[config.mk]
export PLATFORM = sky130hd
export DESIGN_NAME = mcc_ram
export DESIGN_NICKNAME = d
export VERILOG_FILES = /design/src/rtl/multichannel_cross_correlator_defines.svh /design/src/rtl/mcc_ram.sv
export SDC_FILE = /design/constraint.sdc
export NUM_CORES = 2
export LEC_CHECK = 0
export BUFFER_PORTS_ARGS = -buffer_cell sky130_fd_sc_hd__buf_2
export CORE_MARGIN = 2
export CORE_UTILIZATION = 36
export CTS_CLUSTER_SIZE = 8
export DETAILED_ROUTE_END_ITERATION = 8
export PLACE_DENSITY = 0.52
export SLEW_MARGIN = 10
export SYNTH_ARGS = -nofsm -noshare
export SYNTH_HDL_FRONTEND = slang
export SYNTH_SLANG_ARGS = --single-unit
[constraint.sdc]
create_clock -name clk_i -period 4.1 [get_ports clk_i]
set_input_delay 0.41 -clock clk_i [delete_from_list [all_inputs] [get_ports clk_i]]
set_output_delay 0.41 -clock clk_i [all_outputs]
set_load 0.05 [all_outputs]
[src/rtl/multichannel_cross_correlator_defines.svh]
// ----------------------------------------------------------------------------
// Multichannel cross-correlator assertion macros
// Shared assertion forms. They expect clk_i and rst_ni in the scope of use.
// ----------------------------------------------------------------------------
`ifndef MULTICHANNEL_CROSS_CORRELATOR_DEFINES_SVH
`define MULTICHANNEL_CROSS_CORRELATOR_DEFINES_SVH

// The consequent must hold in the same cycle as the antecedent.
`define MCC_ASSERT_SAME(lbl, ante, cons) \
  lbl: assert property (@(posedge clk_i) disable iff (!rst_ni) (ante) |-> (cons)) \
    else $error("mcc: same-cycle check failed");

// The consequent must hold in the cycle after the antecedent.
`define MCC_ASSERT_NEXT(lbl, ante, cons) \
  lbl: assert property (@(posedge clk_i) disable iff (!rst_ni) (ante) |=> (cons)) \
    else $error("mcc: next-cycle check failed");

`endif

[src/rtl/mcc_ram.sv]
// ----------------------------------------------------------------------------
// Generic single-port RAM
// One optional write and one read per cycle at the same address; read data is registered.
// ----------------------------------------------------------------------------
`default_nettype none

module mcc_ram #(
  parameter int DATA_W = 16,
  parameter int DEPTH  = 256
) (
  input  wire logic                                   clk_i,
  input  wire logic                                   we_i,
  input  wire logic [((DEPTH > 1) ? $clog2(DEPTH) : 1)-1:0] addr_i,
  input  wire logic [DATA_W-1:0]                      wdata_i,
  output logic      [DATA_W-1:0]                      rdata_o
);

  logic [DATA_W-1:0] mem_q [DEPTH];

  always_ff @(posedge clk_i) begin
    if (we_i) begin
      mem_q[addr_i] <= wdata_i;
    end
    rdata_o <= mem_q[addr_i];
  end

endmodule

`default_nettype wire
Word-level counts from Yosys, hierarchy flattened
Memories as Yosys holds them, arrays and structs flattened. A register that Yosys moved wholly into a read port is not among the register bits.
Index checks and enable logic that the tools add are counted.
{ "totals": {"reg_bits": 0, "ramBits": 4096, "inputBits": 26, "output_inout_bits": 16, "wordCells": 3, "n_memories": 1} }
{ "op_classes": {"mux": 2} }
{ "memory_table": {"columns": ["name", "words", "width", "read_ports", "rd_ports_with_merged_regs", "write_ports", "line", "source"], "rows": [
  ["mem_q", 256, 16, 1, 1, 1, "mcc_ram.sv:18", "logic [DATA_W-1:0] mem_q [DEPTH];"]
]} }
{ "ops": {"columns": ["op", "count"], "rows": [
  ["2-to-1 mux 1 bit", 2]
]} }

Longest topological paths before layout
{ "depth": {"depth_word": 2, "mapped_depth": 10, "depth_no_buf": 5} }

Worst setup path before layout
Ideal clock, no wire load.
{ "synth_timing": {"kind": "in2reg", "from": "input addr_i[0] (netlist name)", "to": "memory mem_q[145][0], enable pin", "setup_ps": 409, "arrival_ps": 2699, "setup_slack_ps": 992, "stages": 7, "n_path_buf": 5, "path_cell_list": "clkbuf_1 buf_6 clkbuf_1 buf_2 nand2b_1 clkbuf_1 nor3_1"} }
{ "synth_lines": {"columns": ["element", "line", "source"], "rows": [
  ["start: declaration", "mcc_ram.sv:13", "input wire logic [((DEPTH > 1) ? $clog2(DEPTH) : 1)-1:0] addr_i,"],
  ["end: declaration", "mcc_ram.sv:18", null]
]} }
No word-level cell before the write port.

==> parameters.txt <==
Parameter                              Value

Hold path
  Worst Hold Path Cells ... 1
  Worst hold-check path type ... input pin to flip-flop

Logic synthesis
  Synth Instances ... 6727
  Total standard cell area after synthesis ... 0.155 mm²
  Sequential-to-total area share from yosys stat ... 79.4%
  Yosys reg bits ... 4112
  Number of warnings printed during yosys synthesis ... 0
  Average instance area after synthesis ... 23.1 µm²
  Number of nets in the synthesized netlist ... ~6800
  Number of different library cells in the post-synthesis netlist ... 22

Run
  Max-cap check violation count ... 0

Pwr
  Power per standard cell area ... 510 mW/mm²
  Leakage ... roughly 0.058 µW
  Max VDD drop ... 0.389 mV
  Post-route total power ... 94200 µW

Drt
  First-iteration detailed-routing DRC count ... about 9600
  Count of TritonRoute iterations in the first routing pass ... 5
  Detailed-route wire length ... approximately 450 mm
  DRT antenna net count ... 0
  Average routed wire per standard cell ... 33.1 µm
  Vias ... 76800
  Final routed DRC violation total ... 0
  Mean number of vias per cell ... roughly 5.7

Clock network
  Source-to-sink clock delay at the later pin of the worst-skew pair ... 1030 ps
  Root buffer cell ... sky130_fd_sc_hd__clkbuf_16
  Resized Gates After CTS ... 0
  Number of sinks on the clock net ... 4112
  Clock transition time at the flip-flop clock pins of the worst setup and hold paths ... approximately 50 ps
  Post-CTS setup buffers ... 0
  Maximum clock path buffer count ... 4
  Number of buffers inserted by hold repair at cts ... 14
  CTS HTree Levels ... 6
  Clock tree from TritonCTS ... done
  Total CTS buffers ... 585

Worst setup path
  CP Max Fanout ... 41
  CP Data Arrival Time ... about 4200 ps
  Launch instance of the worst register-to-register path ... mem_q[12][14]$_DFFE_PP_
  Worst setup path startpoint ... addr_i[0]
  Critical path capture point ... rdata_o[14]$_DFF_P_
  Crit path kind ... input pin to flip-flop
  Startpoint class of the critical path ... input pin
  Required time of the worst setup path ... 4900 ps
  R2R Setup Slk ... 980 ps
  Critical R2R Capture ... rdata_o[14]$_DFF_P_
  Depth of the most critical reg-to-reg path ... 5
  Nature of the critical path endpoint ... flip-flop

Global route
  Aggregate global routing overflow ... 0
  Number of antenna violations at the first check in global routing ... 26
  Global-route wire length before repair ... 627 mm
  Vias in the first global route ... about 79000
  Maximum number of pins on one net before global-route repair ... 129
  Global router's overall resource usage ... 20.3%

Placement
  Detailed-placement wirelength estimate ... 268 mm
  Worst slack after detailed placement ... -261 ps
  Routability Congestion ... 0.796
  PortBufs ... 41

Timing
  Post-route setup TNS ... 0 ps
  Worst-Margin Slew ... 1290 ps
  Maximum clock skew at final layout ... 47.9 ps
  Min setup slack post-route ... 728 ps
  Ratio of final minimum period to clock period ... 82.2%
  Slew margin rel. ... 14.2%
  Hold Worst Slack ... between 80 and 90 ps
  Unrepaired setup endpoints after global routing ... false
  Achievable Freq ... slightly below 0.3 GHz
  Clock period minus worst slack ... 3370 ps
  Number of max-slew violations in the final report ... 0
  Number of endpoints with negative hold slack in the final report ... 0
  Final-report setup violation count ... 0

Run status
  Run status ... finished clean

Floorplan
  Core Rows ... about 240
  Total die area ... 0.437 mm²
  Top-Level Pins ... 42
  Placeable Area ... 0.430 mm²
  Floorplan die height ... 661 µm
  Initial Util ... 36.1%
  Horizontal die dimension ... 661 µm

Layout
  Area taken by flip-flops and latches ... 0.123 mm²
  Final core utilization ... 42.9%
  P&R area growth vs syn ... 18.9%
  Multi-input combinational cell area ... 0.0308 mm²
  Filler Cell Count ... approximately 36000
  Layout cell share with drive strength beyond 1 ... 33.0%
  Net count reported at finish ... 7697
-- where the power goes --
group	switching (µW)	leakage (µW)	internal (µW)
Clock	17500	0.00780	25700
Combinational	2900	0.0128	1540
Sequential	120	0.0369	46500
Total	20500	0.0575	73700
-- kinds of logic (layout without fill, tap and decap cells) --
kind of cell / after synthesis / after routing / synth area share (%)
other: 0 / 16 / 0
multiplexers: 1024 / 1024 / 14.8
AND/OR/NAND/NOR: 338 / 338 / 0.907
buffers and inverters: 421 / 1495 / 1.24
AO/OA/AOI/OAI: 832 / 832 / 3.66
flip-flops: 4112 / 4112 / 79.4
-- worst max-delay path, cell delays in order --
cell and delay [ps]:
sky130_fd_sc_hd__buf_12 390, sky130_fd_sc_hd__buf_12 260, sky130_fd_sc_hd__buf_12 190, sky130_fd_sc_hd__buf_4 250, sky130_fd_sc_hd__buf_4 240, sky130_fd_sc_hd__mux4_2 510, sky130_fd_sc_hd__a22oi_1 190, sky130_fd_sc_hd__a21oi_1 190
sky130_fd_sc_hd__o41ai_1 1110, sky130_fd_sc_hd__nand4_1 250
-- Yosys cell counts, drive strengths merged --
cell | n | area, µm²
edfxtp | 4096 | 123000
mux4 | 1024 | 23100
a22oi | 512 | 3840
a21oi | 256 | 1280
clkbuf | 249 | 935
nor2 | 232 | 871
buf | 171 | 985
o41ai | 64 | 561
nor3 | 30 | 150
nand2 | 28 | 105
dfxtp | 16 | 320
nand4 | 16 | 100
nand3 | 13 | 65.1
nor2b | 7 | 43.8
nand2b | 6 | 37.5
and2 | 3 | 18.8
or2 | 2 | 12.5
inv | 1 | 3.75
or3 | 1 | 6.26
-- cell usage in the layout, fill, tap and decap left out, types with 48 or more instances in the layout --
cell                        count
sky130_fd_sc_hd__nor2_1       182
sky130_fd_sc_hd__edfxtp_1    4096
sky130_fd_sc_hd__clkbuf_1      69
sky130_fd_sc_hd__buf_4        608
sky130_fd_sc_hd__clkbuf_16    588
sky130_fd_sc_hd__nor2_2        48
sky130_fd_sc_hd__mux4_2      1024
sky130_fd_sc_hd__buf_12       115
sky130_fd_sc_hd__a21oi_1      256
sky130_fd_sc_hd__a22oi_1      512
-- layer usage --
metal	part of all wire [%]	GRT usage, %	vias to the layer above
li1	-	-	30800
met1	41	28.0	42300
met2	49	33.6	3159
met3	7.2	3.64	589
met4	2.3	4.89	8
met5	0.014	0	-
-- flip-flops by register name, indices dropped and copies added, names as in the netlist --
signal   flops
rdata_o     16
mem_q     4096
-- how the worst min path moves through the flow --
stage                      from                       end  slack (ps)
finish               wdata_i[3]    mem_q[50][3]$_DFFE_PP_          90
global route        wdata_i[12]  mem_q[180][12]$_DFFE_PP_          60
CTS                   addr_i[7]        rdata_o[1]$_DFF_P_          20
detailed placement   wdata_i[8]   mem_q[117][8]$_DFFE_PP_         860
global placement     wdata_i[8]   mem_q[118][8]$_DFFE_PP_         850
floorplan            wdata_i[0]     mem_q[0][0]$_DFFE_PP_         510
-- per-stage QoR --
| stage | area [µm²] | instances |
|---|---|---|
| after floorplan | 155000 | 6727 |
| after global placement | 168000 | 12800 |
| after detailed placement | 169000 | 12800 |
| after CTS | 185000 | 13500 |
| after global routing | 185000 | 13500 |
| final | 185000 | 13500 |
-- layout make-up --
type / count / share of cell area (%)
Antenna cell: 16 / 0.0217
Tap cell: 5710 / 3.87
Multi-Input combinational cell: 2194 / 16.7
Sequential cell: 4112 / 66.7
Inverter: 1 / 0.00203
Clock buffer: 657 / 8.10
Clock inverter: 60 / 0.598
Timing Repair Buffer: 777 / 3.99
(Power assumes the default switching activity.)
